--- src/sv/scm_pkg.sv ---
`default_nettype none
// ----------------------------------------------------------------------------
// scm_pkg
// Shared types and constants of the sample constraint monitor: check kind
// codes, register indexes, controller states and the command and status
// groups between the controller and the datapath.
// ----------------------------------------------------------------------------
package scm_pkg;

	// Fixed field widths.
	localparam int SAMPLE_W = 32;
	localparam int TIME_W   = 64;
	localparam int LIMIT_W  = 48;
	localparam int KIND_W   = 3;
	localparam int LEN_W    = 7;
	localparam int CFG_IDX_W  = 2;
	localparam int CFG_DATA_W = 48;

	// Default window depth.
	localparam int WINDOW_MAX_DEF = 64;

	// Check kinds.
	localparam logic [KIND_W-1:0] KIND_MIN     = 3'd0;
	localparam logic [KIND_W-1:0] KIND_MAX     = 3'd1;
	localparam logic [KIND_W-1:0] KIND_SUM_MAX = 3'd2;
	localparam logic [KIND_W-1:0] KIND_INT_MIN = 3'd3;
	localparam logic [KIND_W-1:0] KIND_INT_MAX = 3'd4;
	localparam logic [KIND_W-1:0] KIND_AVG_MIN = 3'd5;
	localparam logic [KIND_W-1:0] KIND_AVG_MAX = 3'd6;

	// Register indexes.
	localparam logic [CFG_IDX_W-1:0] REG_CHECK_KIND = 2'd0;
	localparam logic [CFG_IDX_W-1:0] REG_LIMIT      = 2'd1;
	localparam logic [CFG_IDX_W-1:0] REG_WINDOW_LEN = 2'd2;
	localparam logic [CFG_IDX_W-1:0] REG_HALT       = 2'd3;

	// Controller states.
	typedef enum logic [2:0] {
		ST_IDLE,
		ST_PREP,
		ST_WIN,
		ST_DIV,
		ST_EVAL
	} scm_state_t;

	// Commands from the controller to the datapath.
	typedef struct packed {
		logic load;
		logic prep;
		logic win;
		logic div_step;
		logic commit;
	} scm_cmd_t;

	// Status from the datapath to the controller.
	typedef struct packed {
		logic is_avg;
		logic win_full;
		logic div_last;
		logic out_busy;
	} scm_status_t;

endpackage
`default_nettype wire

--- src/sv/scm_ctrl.sv ---
`default_nettype none
// ----------------------------------------------------------------------------
// scm_ctrl
// Sequencer of the monitor: takes one input beat, prepares it, in average
// modes updates the window and divides when full, and commits the result.
// ----------------------------------------------------------------------------
module scm_ctrl (
	input  wire                  clk,
	input  wire                  arst_n,
	input  wire                  in_valid,
	output logic                 in_ready,
	input  scm_pkg::scm_status_t status,
	output scm_pkg::scm_cmd_t    cmd
);
	import scm_pkg::*;

	scm_state_t state_q, state_d;

	// State register.
	always_ff @(posedge clk or negedge arst_n) begin
		if (!arst_n) begin
			state_q <= ST_IDLE;
		end else begin
			state_q <= state_d;
		end
	end

	// Next state and commands.
	always_comb begin
		state_d  = state_q;
		cmd      = '0;
		in_ready = 1'b0;
		unique case (state_q)
			ST_IDLE: begin
				in_ready = 1'b1;
				if (in_valid) begin
					cmd.load = 1'b1;
					state_d  = ST_PREP;
				end
			end
			ST_PREP: begin
				cmd.prep = 1'b1;
				state_d  = status.is_avg ? ST_WIN : ST_EVAL;
			end
			ST_WIN: begin
				cmd.win = 1'b1;
				state_d = status.win_full ? ST_DIV : ST_EVAL;
			end
			ST_DIV: begin
				cmd.div_step = 1'b1;
				if (status.div_last) begin
					state_d = ST_EVAL;
				end
			end
			ST_EVAL: begin
				// Wait until the output register is free.
				if (!status.out_busy) begin
					cmd.commit = 1'b1;
					state_d    = ST_IDLE;
				end
			end
			default: begin
				state_d = ST_IDLE;
			end
		endcase
	end

endmodule
`default_nettype wire

--- src/sv/scm_dp.sv ---
`default_nettype none
// ----------------------------------------------------------------------------
// scm_dp
// Datapath of the monitor: configuration registers, running sum, interval
// timer, sample window memory with its running total, serial divider for the
// average, limit compare, violation status and the output register.
// ----------------------------------------------------------------------------
module scm_dp #(
	parameter int WINDOW_MAX = scm_pkg::WINDOW_MAX_DEF
) (
	input  wire                                  clk,
	input  wire                                  arst_n,
	input  wire                                  cfg_write,
	input  wire [scm_pkg::CFG_IDX_W-1:0]         cfg_index,
	input  wire [scm_pkg::CFG_DATA_W-1:0]        cfg_data,
	input  wire signed [scm_pkg::SAMPLE_W-1:0]   sample,
	input  wire [scm_pkg::TIME_W-1:0]            timestamp,
	input  scm_pkg::scm_cmd_t                    cmd,
	output scm_pkg::scm_status_t                 status,
	output logic                                 out_valid,
	input  wire                                  out_ready,
	output logic                                 evaluated,
	output logic                                 violation_started,
	output logic                                 violation_ended,
	output logic [scm_pkg::TIME_W-1:0]           interval_begin,
	output logic [scm_pkg::TIME_W-1:0]           interval_finish,
	output logic                                 in_violation,
	output logic                                 halt,
	output logic                                 ever_violated
);
	import scm_pkg::*;

	localparam int IW = (WINDOW_MAX > 1) ? $clog2(WINDOW_MAX) : 1;
	localparam int TW = SAMPLE_W + $clog2(WINDOW_MAX);
	localparam int LW_MAX = $clog2(WINDOW_MAX + 1);
	localparam int CW = (LW_MAX > LEN_W) ? LW_MAX : LEN_W;
	localparam int CNT_W = $clog2(TW);

	localparam logic signed [LIMIT_W:0] SUM_HI = {2'b00, {(LIMIT_W-1){1'b1}}};
	localparam logic signed [LIMIT_W:0] SUM_LO = {2'b11, {(LIMIT_W-1){1'b0}}};
	localparam logic signed [TIME_W-1:0] WORK_HI = {1'b0, {(TIME_W-1){1'b1}}};
	localparam logic signed [TIME_W-1:0] WORK_LO = {1'b1, {(TIME_W-2){1'b0}}, 1'b1};

	// Configuration registers.
	logic [KIND_W-1:0]         kind_q;
	logic signed [LIMIT_W-1:0] limit_q;
	logic [LEN_W-1:0]          wlen_q;
	logic                      halt_en_q;

	// Item state.
	logic signed [LIMIT_W-1:0] running_q;
	logic [TIME_W-1:0]         prev_q;
	logic [TIME_W-1:0]         open_q;
	logic                      violated_q;
	logic signed [TW-1:0]      total_q;
	logic [IW-1:0]             widx_q;
	logic [LEN_W-1:0]          fill_q;

	// Per-item working registers.
	logic signed [SAMPLE_W-1:0] sample_q;
	logic [TIME_W-1:0]          time_q;
	logic signed [TIME_W-1:0]   work_q;
	logic                       eval_q;
	logic [IW-1:0]              idx_q;
	logic signed [SAMPLE_W-1:0] rd_q;
	logic [TW-1:0]              quo_q;
	logic [LEN_W-1:0]           rem_q;
	logic                       neg_q;
	logic [CNT_W-1:0]           cnt_q;

	// Window memory.
	logic signed [SAMPLE_W-1:0] window_mem [WINDOW_MAX];

	// Output register.
	logic              out_valid_q;
	logic              evaluated_q;
	logic              started_q;
	logic              ended_q;
	logic [TIME_W-1:0] begin_q;
	logic [TIME_W-1:0] finish_q;
	logic              in_viol_q;
	logic              halt_q;
	logic              ever_q;

	// Effective window length, clamped to the supported range.
	logic [CW-1:0]    wlen_ext;
	logic [CW-1:0]    len_c;
	logic [LEN_W-1:0] len;
	always_comb begin
		wlen_ext = CW'(wlen_q);
		if (wlen_ext < CW'(2)) begin
			len_c = CW'(2);
		end else if (wlen_ext > CW'(WINDOW_MAX)) begin
			len_c = CW'(WINDOW_MAX);
		end else begin
			len_c = wlen_ext;
		end
		len = len_c[LEN_W-1:0];
	end

	// Window slot for this sample, and the slot after it.
	logic [IW-1:0] idx_c;
	logic [CW-1:0] idx_inc;
	logic [IW-1:0] idx_next;
	always_comb begin
		idx_c   = (CW'(widx_q) >= len_c) ? '0 : widx_q;
		idx_inc = CW'(idx_q) + CW'(1);
		idx_next = (idx_inc >= len_c) ? '0 : idx_inc[IW-1:0];
	end

	// Saturating running sum.
	logic signed [LIMIT_W:0]   sum_wide;
	logic signed [LIMIT_W-1:0] sum_c;
	always_comb begin
		sum_wide = {running_q[LIMIT_W-1], running_q}
			+ (LIMIT_W+1)'(sample_q);
		if (sum_wide > SUM_HI) begin
			sum_c = SUM_HI[LIMIT_W-1:0];
		end else if (sum_wide < SUM_LO) begin
			sum_c = SUM_LO[LIMIT_W-1:0];
		end else begin
			sum_c = sum_wide[LIMIT_W-1:0];
		end
	end

	// Signed, saturated distance to the previous timestamp.
	logic [TIME_W-1:0]        fwd_c;
	logic [TIME_W-1:0]        back_c;
	logic signed [TIME_W-1:0] gap_c;
	always_comb begin
		fwd_c  = time_q - prev_q;
		back_c = prev_q - time_q;
		if (time_q >= prev_q) begin
			gap_c = fwd_c[TIME_W-1] ? WORK_HI : $signed(fwd_c);
		end else begin
			gap_c = back_c[TIME_W-1] ? WORK_LO : -$signed(back_c);
		end
	end

	// Window total after replacing the oldest sample.
	logic                 full_before;
	logic [LEN_W-1:0]     fill_next;
	logic signed [TW-1:0] drop_c;
	logic signed [TW-1:0] total_next;
	logic [TW-1:0]        mag_c;
	always_comb begin
		full_before = fill_q >= len;
		fill_next   = full_before ? fill_q : fill_q + LEN_W'(1);
		drop_c      = full_before ? TW'(rd_q) : '0;
		total_next  = total_q - drop_c + TW'(sample_q);
		mag_c       = total_next[TW-1] ? TW'(-total_next) : TW'(total_next);
	end

	// One restoring divide step.
	logic [LEN_W:0]           trial;
	logic                     qbit;
	logic [LEN_W-1:0]         rem_next;
	logic [TW-1:0]            quo_next;
	logic signed [TIME_W-1:0] quo_ext;
	logic signed [TIME_W-1:0] avg_c;
	always_comb begin
		trial    = {rem_q, quo_q[TW-1]};
		qbit     = trial >= {1'b0, len};
		rem_next = qbit ? LEN_W'(trial - {1'b0, len}) : trial[LEN_W-1:0];
		quo_next = {quo_q[TW-2:0], qbit};
		quo_ext  = $signed({{(TIME_W-TW){1'b0}}, quo_next});
		avg_c    = neg_q ? -quo_ext : quo_ext;
	end

	// Limit compare and violation status update.
	logic                     is_min;
	logic signed [TIME_W-1:0] limit_ext;
	logic                     below;
	logic                     above;
	logic                     started_c;
	logic                     ended_c;
	always_comb begin
		is_min = (kind_q == KIND_MIN) || (kind_q == KIND_INT_MIN)
			|| (kind_q == KIND_AVG_MIN);
		limit_ext = TIME_W'(limit_q);
		below = work_q < limit_ext;
		above = work_q > limit_ext;
		started_c = 1'b0;
		ended_c   = 1'b0;
		if (eval_q) begin
			if (open_q == '0) begin
				started_c = is_min ? below : above;
			end else begin
				ended_c = is_min ? above : below;
			end
		end
	end

	// Control and status registers.
	always_ff @(posedge clk or negedge arst_n) begin
		if (!arst_n) begin
			kind_q      <= KIND_MIN;
			limit_q     <= '0;
			wlen_q      <= LEN_W'(2);
			halt_en_q   <= 1'b0;
			running_q   <= '0;
			prev_q      <= '0;
			open_q      <= '0;
			violated_q  <= 1'b0;
			total_q     <= '0;
			widx_q      <= '0;
			fill_q      <= '0;
			out_valid_q <= 1'b0;
		end else begin
			if (cfg_write) begin
				unique case (cfg_index)
					REG_CHECK_KIND: kind_q <= cfg_data[KIND_W-1:0];
					REG_LIMIT:      limit_q <= cfg_data[LIMIT_W-1:0];
					REG_WINDOW_LEN: begin
						wlen_q  <= cfg_data[LEN_W-1:0];
						total_q <= '0;
						widx_q  <= '0;
						fill_q  <= '0;
					end
					REG_HALT:       halt_en_q <= cfg_data[0];
					default: begin
					end
				endcase
			end
			if (cmd.prep) begin
				if (kind_q == KIND_SUM_MAX) begin
					running_q <= sum_c;
				end
				if ((kind_q == KIND_INT_MIN) || (kind_q == KIND_INT_MAX)) begin
					prev_q <= time_q;
				end
			end
			if (cmd.win) begin
				total_q <= total_next;
				fill_q  <= fill_next;
				widx_q  <= idx_next;
			end
			if (cmd.commit) begin
				if (started_c) begin
					violated_q <= 1'b1;
					open_q     <= time_q;
				end else if (ended_c) begin
					open_q <= '0;
				end
			end
			// The output register is loaded by commit and emptied by a taken beat.
			if (cmd.commit) begin
				out_valid_q <= 1'b1;
			end else if (out_ready) begin
				out_valid_q <= 1'b0;
			end
		end
	end

	// Working registers, divider and output payload.
	always_ff @(posedge clk) begin
		if (cmd.load) begin
			sample_q <= sample;
			time_q   <= timestamp;
		end
		if (cmd.prep) begin
			idx_q  <= idx_c;
			unique case (kind_q)
				KIND_MIN, KIND_MAX: begin
					work_q <= TIME_W'(sample_q);
					eval_q <= 1'b1;
				end
				KIND_SUM_MAX: begin
					work_q <= TIME_W'(sum_c);
					eval_q <= 1'b1;
				end
				KIND_INT_MIN, KIND_INT_MAX: begin
					work_q <= gap_c;
					eval_q <= prev_q != '0;
				end
				default: begin
					eval_q <= 1'b0;
				end
			endcase
		end
		if (cmd.win) begin
			quo_q <= mag_c;
			rem_q <= '0;
			neg_q <= total_next[TW-1];
			cnt_q <= CNT_W'(TW - 1);
			eval_q <= 1'b0;
		end
		if (cmd.div_step) begin
			quo_q <= quo_next;
			rem_q <= rem_next;
			cnt_q <= cnt_q - CNT_W'(1);
			if (cnt_q == '0) begin
				work_q <= avg_c;
				eval_q <= 1'b1;
			end
		end
		if (cmd.commit) begin
			evaluated_q <= eval_q;
			started_q   <= started_c;
			ended_q     <= ended_c;
			begin_q     <= started_c ? time_q : open_q;
			finish_q    <= time_q;
			in_viol_q   <= started_c ? (time_q != '0) : (!ended_c && (open_q != '0));
			halt_q      <= started_c && halt_en_q;
			ever_q      <= violated_q || started_c;
		end
	end

	// Window memory with registered read.
	always_ff @(posedge clk) begin
		if (cmd.prep) begin
			rd_q <= window_mem[idx_c];
		end
		if (cmd.win) begin
			window_mem[idx_q] <= sample_q;
		end
	end

	// Status to the controller.
	always_comb begin
		status.is_avg   = (kind_q == KIND_AVG_MIN) || (kind_q == KIND_AVG_MAX);
		status.win_full = fill_next >= len;
		status.div_last = cnt_q == '0;
		status.out_busy = out_valid_q && !out_ready;
	end

	assign out_valid         = out_valid_q;
	assign evaluated         = evaluated_q;
	assign violation_started = started_q;
	assign violation_ended   = ended_q;
	assign interval_begin    = begin_q;
	assign interval_finish   = finish_q;
	assign in_violation      = in_viol_q;
	assign halt              = halt_q;
	assign ever_violated     = ever_q;

endmodule
`default_nettype wire

--- src/sv/sample_constraint_monitor.sv ---
`default_nettype none
// ----------------------------------------------------------------------------
// sample_constraint_monitor
// Checks a stream of timestamped samples against one limit and reports the
// opening and closing of violation intervals, one result beat per sample.
//
//   Channel  Direction  Handshake             Payload
//   cfg      in         cfg_write             cfg_index, cfg_data
//   in       in         in_valid / in_ready   sample, timestamp
//   out      out        out_valid / out_ready evaluated .. ever_violated
//
// A sample passes through the load, preparation and commit steps in the value,
// sum and interval modes. In the average modes it also passes through the
// window update step and, once the window is full, through the serial
// restoring divider, one quotient bit per cycle.
// The result sits in an output register; the next sample is taken while it
// waits, and the block stalls before its commit step until that register
// is free. Reset needs no clearing pass; the window memory is not reset.
// ----------------------------------------------------------------------------
module sample_constraint_monitor #(
	parameter int WINDOW_MAX = scm_pkg::WINDOW_MAX_DEF
) (
	input  wire                                clk,
	input  wire                                arst_n,
	input  wire                                cfg_write,
	input  wire [scm_pkg::CFG_IDX_W-1:0]       cfg_index,
	input  wire [scm_pkg::CFG_DATA_W-1:0]      cfg_data,
	input  wire                                in_valid,
	output logic                               in_ready,
	input  wire signed [scm_pkg::SAMPLE_W-1:0] sample,
	input  wire [scm_pkg::TIME_W-1:0]          timestamp,
	output logic                               out_valid,
	input  wire                                out_ready,
	output logic                               evaluated,
	output logic                               violation_started,
	output logic                               violation_ended,
	output logic [scm_pkg::TIME_W-1:0]         interval_begin,
	output logic [scm_pkg::TIME_W-1:0]         interval_finish,
	output logic                               in_violation,
	output logic                               halt,
	output logic                               ever_violated
);
	import scm_pkg::*;

	scm_cmd_t    cmd;
	scm_status_t status;

	// Sequencer.
	scm_ctrl u_ctrl (
		.clk      (clk),
		.arst_n   (arst_n),
		.in_valid (in_valid),
		.in_ready (in_ready),
		.status   (status),
		.cmd      (cmd)
	);

	// Datapath.
	scm_dp #(
		.WINDOW_MAX (WINDOW_MAX)
	) u_dp (
		.clk               (clk),
		.arst_n            (arst_n),
		.cfg_write         (cfg_write),
		.cfg_index         (cfg_index),
		.cfg_data          (cfg_data),
		.sample            (sample),
		.timestamp         (timestamp),
		.cmd               (cmd),
		.status            (status),
		.out_valid         (out_valid),
		.out_ready         (out_ready),
		.evaluated         (evaluated),
		.violation_started (violation_started),
		.violation_ended   (violation_ended),
		.interval_begin    (interval_begin),
		.interval_finish   (interval_finish),
		.in_violation      (in_violation),
		.halt              (halt),
		.ever_violated     (ever_violated)
	);

endmodule
`default_nettype wire

--- config.mk ---
export PLATFORM = sky130hd
export DESIGN_NAME = sample_constraint_monitor
export DESIGN_NICKNAME = d
export VERILOG_FILES = /design/src/sv/scm_pkg.sv /design/src/sv/scm_ctrl.sv /design/src/sv/scm_dp.sv /design/src/sv/sample_constraint_monitor.sv
export SDC_FILE = /design/constraint.sdc
export NUM_CORES = 2
export LEC_CHECK = 0
export BUFFER_PORTS_ARGS = -buffer_cell sky130_fd_sc_hd__buf_2
export CORE_AREA = 10 10 521 523
export CTS_CLUSTER_DIAMETER = 100
export DETAILED_ROUTE_END_ITERATION = 12
export DIE_AREA = 0 0 531 533
export GPL_TIMING_DRIVEN = 1
export PLACE_DENSITY = 0.62
export SLEW_MARGIN = 20
export SYNTH_ARGS = -nofsm -noshare
export SYNTH_HDL_FRONTEND = slang
export SYNTH_SLANG_ARGS = --single-unit
--- constraint.sdc ---
create_clock -name clk -period 9.2 [get_ports clk]
set_input_delay 0.92 -clock clk [delete_from_list [all_inputs] [get_ports clk]]
set_output_delay 0.92 -clock clk [all_outputs]
set_load 0.05 [all_outputs]
======== Word level (Yosys, flattened, before mapping) ========
Memories as Yosys holds them, arrays and structs flattened. A register that Yosys moved wholly into a read port is not among the register bits.
Index checks and enable logic that the tools add are counted.
word-level totals
  memories kept ........................... 1
  word-level logic and storage cells ...... 173
  bits in writable memories ............... 2048
  output and inout bits ................... 136
  input port bits ......................... 151
  register bits after elaboration ......... 644
memories
  name             depth  bits a word  read ports  clocked after memory_dff  write ports  line          source
  u_dp.window_mem  64     32           1           1                         1            scm_dp.sv:72  logic signed [SAMPLE_W-1:0] window_mem [WINDOW_MAX];
cells by class
  equality and inequality tests ........... 16
  reductions and logical operators ........ 36
  mux-type cells .......................... 66
  order comparisons ....................... 12
  add/sub/neg operators ................... 12
operator list
  cell                    count
  $mux W64                9
  $mux W38                7
  $pmux W64 S3            1
  $reduce_bool A64 Y1     3
  $sub A64 B64 Y64        2
  $mux W48                2
  $ge A64 B64 Y1          1
  $gt A64 B48 Y1          1
  $logic_not A64 Y1       1
  $lt A64 B48 Y1          1
  $neg A38 Y64            1
  $neg A64 Y64            1
  $mux W63                1
  $mux W7                 9
  $add A48 B32 Y49        1
  $gt A49 B48 Y1 const B  1
  $lt A49 B48 Y1 const B  1
  $mux W6                 7
  $add A38 B32 Y38        1
  $neg A38 Y38            1
  $sub A38 B38 Y38        1
  $mux W1                 23
  $ge A7 B7 Y1            3
  $reduce_and A2 Y1       9
  27 further kinds        54

======== Logic depth before layout (Yosys ltp) ========
  word-level depth ........................ 11
  depth in mapped cells ................... 36
  depth with buffers taken out ............ 29

======== By module ========
Synthesis repeated with hierarchy kept, for this count alone.
unflattened totals
  cells, all modules ...................... 9873
  area total of the unflattened synthesis .. 124927.3 um^2
modules (own cells, without submodules)
  module    sequential area each (um^2)  instances  area an instance (um^2)  cells an instance
  scm_dp    79617.6                      1          124689.6                 9849
  scm_ctrl  75.1                         1          237.7                    24

======== Worst setup path before layout ========
OpenSTA, ideal clock, no wires.
  path kind ............................... reg-to-reg
  from .................................... register u_dp.wlen_q[6], in the netlist u_dp.wlen_ext[6]
  to ...................................... register u_dp.quo_q[29] (data pin)
  buffers on the path ..................... 8
  arrival ................................. 7.297 ns
  slack ................................... 1.633 ns
  clock period less this slack ............ 7.567 ns
  library setup time ...................... 0.270 ns
  required time ........................... 8.930 ns
  cell stages (with the launch flop) ...... 35
  path through ............................ dfrtp_1 clkbuf_1 inv_1 clkbuf_1 clkbuf_1 buf_1 o21ai_0 ha_1 a21o_1 a21o_1 a21oi_1 nor2b_1 o21ai_0 nand2b_1 a21o_1 clkbuf_1 clkbuf_1 and2_1 fa_1 inv_1 ha_1 buf_2 nand3_1 nor3_1 o31a_1 nor2_1 nor3_1 or3b_2 nor4_1 and3_1 clkbuf_1 nand3_1 o41ai_1 xor2_1 a21oi_1
on the way
  word-level cells in the longest chain between the ends .. 11
  elaborated cells on any way between the ends .. 12
  classes of those cells .................. 3 x add/sub; 3 x order compare; 6 x mux
ends and longest elaborated chain
  what                      line           source
  start: declaration        scm_dp.sv:47   logic [LEN_W-1:0] wlen_q;
  start signal: assignment  scm_dp.sv:215  wlen_q <= cfg_data[LEN_W-1:0];
  $gt A7 B7 Y1              scm_dp.sv:93   end else if (wlen_ext > CW'(WINDOW_MAX)) begin
  $mux W7                   scm_dp.sv:93
  $mux W7 *                 scm_dp.sv:91   if (wlen_ext < CW'(2)) begin
  $ge A7 B7 Y1 *            scm_dp.sv:147  full_before = fill_q >= len;
  $mux W38 *                scm_dp.sv:149  drop_c = full_before ? TW'(rd_q) : '0;
  $sub A38 B38 Y38 *        scm_dp.sv:150  total_next = total_q - drop_c + TW'(sample_q);
  $add A38 B32 Y38 *        scm_dp.sv:150
  $neg A38 Y38              scm_dp.sv:151  mag_c = total_next[TW-1] ? TW'(-total_next) : TW'(total_next);
  $mux W38 *                scm_dp.sv:151
  $mux W38 *                scm_dp.sv:281  if (cmd.win) begin
  $mux W38 *                scm_dp.sv:288  if (cmd.div_step) begin
  end signal: assignment    scm_dp.sv:282  quo_q <= mag_c;
  end signal: assignment    scm_dp.sv:289  quo_q <= quo_next;
  end: declaration          scm_dp.sv:66   logic [TW-1:0] quo_q;
Every way passes the cells marked *; elsewhere a longest branch is shown, timed or not. The select of a mux whose other input is x is not followed.
A chain may end at the register's enable or synchronous reset.

======== Final worst setup path ========
  from .................................... register u_dp.wlen_q[3], in the netlist u_dp.wlen_ext[3]
  to ...................................... register u_dp.quo_q[33] (data pin)
The elaborated chain is that of the path after synthesis.

==> run_results.csv <==
group,metric,value,unit
pwr,p_comb_frac,0.473,
floorplanning,dieArea,283000,um^2
floorplanning,placementRows,188,
synth,synth_area,127000,um^2
critical_path,crit_path_start_kind,"flip-flop",
worst_hold_path,hp-start,"timestamp[54]",
critical_path,max_stage_delay,0.85,ns
placed_design,dp_hpwl,306000,um
route,wire_per_inst,33.6,um
synth,dominantRegCellSynth,"edfxtp_1",
critical_path,r2r_slack,0.88,ns
critical_path,crit_path_top_delay_cell,"o31ai_1",
placed_design,portBuffers,286,
run,drv_cap,0,
global_routing,grt_start_max_net_pins,125,
route,drc,0,
critical_path,required,9.80,ns
critical_path,path_max_fanout,23,
sta,tightest_slew,1.28,ns
clock_tree,post_cts_resized,0,
synth,synth_seq_cells,2724,
route,viasPerCell,6.52,
route,wirelength,467000,um
synth,seq_area_frac_synth,0.628,
floorplanning,die_h,533,um
route,ant_nets,0,
synth,synth_cell_type_count,113,
synth,yosysMostFrequentCell,"edfxtp_1",
synth,yosys_warnings,0,
pwr,power.switching,0.0239,W
synth,synth_edf_count,2368,
route,vias,90797,
sta,slew_headroom,0.145,
global_routing,grt_pass1_vias,88366,
critical_path,crit_path_start,"u_dp.wlen_ext[3]",
pwr,pwr-share-clk,0.217,
sta,setup_ws,0.877,ns
clock_tree,clock_path_buffers,4,
pwr,powerDensity,378,nW/um^2
synth,netlist.area_leader.share,0.560,
sta,drv_slew,0,
floorplanning,die_w,531,um
cells_and_area,nNetsFinal,10760,
route,drt_first_iter_violations,11605,
critical_path,arrival,8.92,ns
critical_path,end_kind,"flip-flop",
critical_path,r2r_start,"u_dp.wlen_ext[3]",
pwr,p_leak,50.3,nW
critical_path,reg2regPathDepth,29,
sta,setup_violations,0,
sta,min_period,8.32,ns
pwr,power_frac_seq,0.310,
global_routing,overflow,0,
clock_tree,cts_tree,"yes",
synth,synth.avg_cell_area,12.7,um^2
outcome,status,"completed",
placed_design,place.gp.congestion,0.966,
clock_tree,clkSinkCount,2724,
pwr,ir_worst_vdd,0.259,mV
global_routing,grt_first_pass_wirelength,657000,um
critical_path,crit-reg2reg-capture,"u_dp.quo_q[33]",
sta,hold_viol_final,0,
clock_tree,cts_buffers,295,
floorplanning,pin_count,287,
clock_tree,cts_setup_buffers,0,
sta,timing.final.crit_share,0.905,
critical_path,crit_type,"reg -> reg",
clock_tree,cts-root-buf,"clkbuf_16",
worst_hold_path,min_to,"u_dp.time_q[54]",
placed_design,place_ws,0.937,ns
worst_hold_path,hold_path_depth,1,
critical_path,path_common_cell,"a21o_1",
synth,ys_top_cells_by_area,"edfxtp_1, dfrtp_1, ha_1",
synth,async_flop_share,0.107,
clock_tree,insertion_delay,0.94,ns
sta,skew,0.0678,ns
worst_hold_path,hold_class,"in -> reg",
synth,synth_top_cell_by_area,"edfxtp_1",
sta,max_freq,0.120,GHz
clock_tree,cts-htree-levels,5,
clock_tree,cts.reportedPaths.clkPinSlew,0.06,ns
synth,yosys-top-cells-count,"edfxtp_1, nand2_1, a21oi_1",
floorplanning,initial_core_util,0.486,
sta,tns,0,ns
floorplanning,coreArea,261000,um^2
synth,syn_nets,10475,
route,drt_first_pass_iters,6,
sta,rsz0062_at_grt,"false",
pwr,total_power,0.0540,W
global_routing,track_usage,0.318,
cells_and_area,syn_to_final_growth,12.6,%
global_routing,grt_antenna_before_repair,26,
synth,synthCells,9964,
pwr,switching_share,0.443,
pwr,p_int,0.0301,W
cells_and_area,layout-drive-gt1-share,0.139,
==> power by group through the flow <==
stage	Combinational (W)	Sequential, W	Clock (W)
6_report	0.0255	0.0167	0.0117
4_1_cts	0.0251	0.0167	0.0118
5_1_grt	0.0272	0.0168	0.0123
2_1_floorplan	0.0153	0.0170	0
3_3_place_gp	0.0248	0.0169	0
3_5_place_dp	0.0250	0.0169	0
==> through the flow <==
step	util	area (um^2)	hold WS, ns	instances
after floorplan	-	127000	0.420	9964
after global placement	0.511	133000	0.435	13370
after detailed placement	0.511	134000	0.441	13370
after CTS	0.547	143000	0.111	13901
after global routing	0.547	143000	0.153	13904
final	0.547	143000	0.175	13918
==> critical path, delay by kind of cell, from the launching register on <==
family	cells	cell delay (ns)
simple gates	13	3.53
buf+inv	2	0.27
flops	1	0.38
xor+xnor	1	0.17
mux	1	0.26
fa+ha+maj	3	1.05
compound gates	9	2.31
==> repair_timing <==
| item | in CTS | in global routing |
|---|---|---|
| hold endpoints to repair | 51 | 0 |
| setup endpoints to repair | 0 | 0 |
| hold buffers | 1 | 0 |
==> cells in the final DEF (no fill, tap or decap), types with 41 or more instances in the layout <==
master	n
xnor2_1	176
nor3_1	114
mux2i_1	260
buf_4	282
a31oi_1	91
clkbuf_1	75
o211ai_1	70
inv_1	401
nand3_1	178
ha_1	319
o21a_1	43
o31ai_1	44
nor2_4	71
dfxtp_1	65
clkbuf_16	299
a22o_1	43
o221ai_1	164
buf_2	285
o21ai_0	631
clkinv_1	66
mux4_2	89
nor4_1	83
a21oi_1	739
nand4_1	111
nor2b_1	91
fa_1	41
nor2_1	408
and2_1	55
o21bai_1	42
nand2_1	749
a32o_1	67
edfxtp_1	2368
a21o_1	212
nand2b_1	64
dfrtp_1	287
xor2_1	122
a211oi_1	163
mux2_2	190
a221oi_1	52
o22ai_1	156
==> routing by layer <==
layer	wire length [um]	GRT usage
met5	82	0
met4	32900	0.189
met3	40000	0.0551
met2	222000	0.519
met1	173000	0.399
==> registers in the layout, summed over array words and instances, names as in the netlist, 32 cells and up <==
register              cells
u_dp.interval_begin      64
u_dp.interval_finish     64
u_dp.limit_q             48
u_dp.open_q              64
u_dp.prev_q              64
u_dp.quo_q               38
u_dp.rd_q                32
u_dp.running_q           48
u_dp.sample_q            32
u_dp.time_q              64
u_dp.total_q             38
u_dp.window_mem        2048
u_dp.work_q              64
==> kinds of logic after synthesis <==
family	Yosys count	synth area share
and+or+nand+nor	2144	0.0806
DFF	2724	0.628
AOI/OAI and AO/OA	2887	0.149
xor gates and xnor gates	300	0.0207
muxes	539	0.0531
buffers and inverters	1005	0.0303
adders and majority gates	365	0.0383
==> cell type report <==
class                   count  area, um^2
clock buffers             378        7820
well taps                3420        4280
diodes                     16        40.0
flip-flops and latches   2724       79700
fillers                 21687      118000
clock inverters           152        1530
multi-input cells        6235       44200
inverters                 413        1570
repair buffers            580        3770
==> how the worst max path moves through the flow <==
stage	end	slack [ns]	cells past startpoint
2_1_floorplan	u_dp.quo_q[29]	1.63	34
3_3_place_gp	u_dp.quo_q[33]	0.98	29
3_5_place_dp	u_dp.quo_q[33]	0.94	29
4_1_cts	u_dp.quo_q[33]	0.86	29
5_1_grt	u_dp.quo_q[33]	0.23	28
6_report	u_dp.quo_q[33]	0.88	29
(Power assumes the default switching activity.)
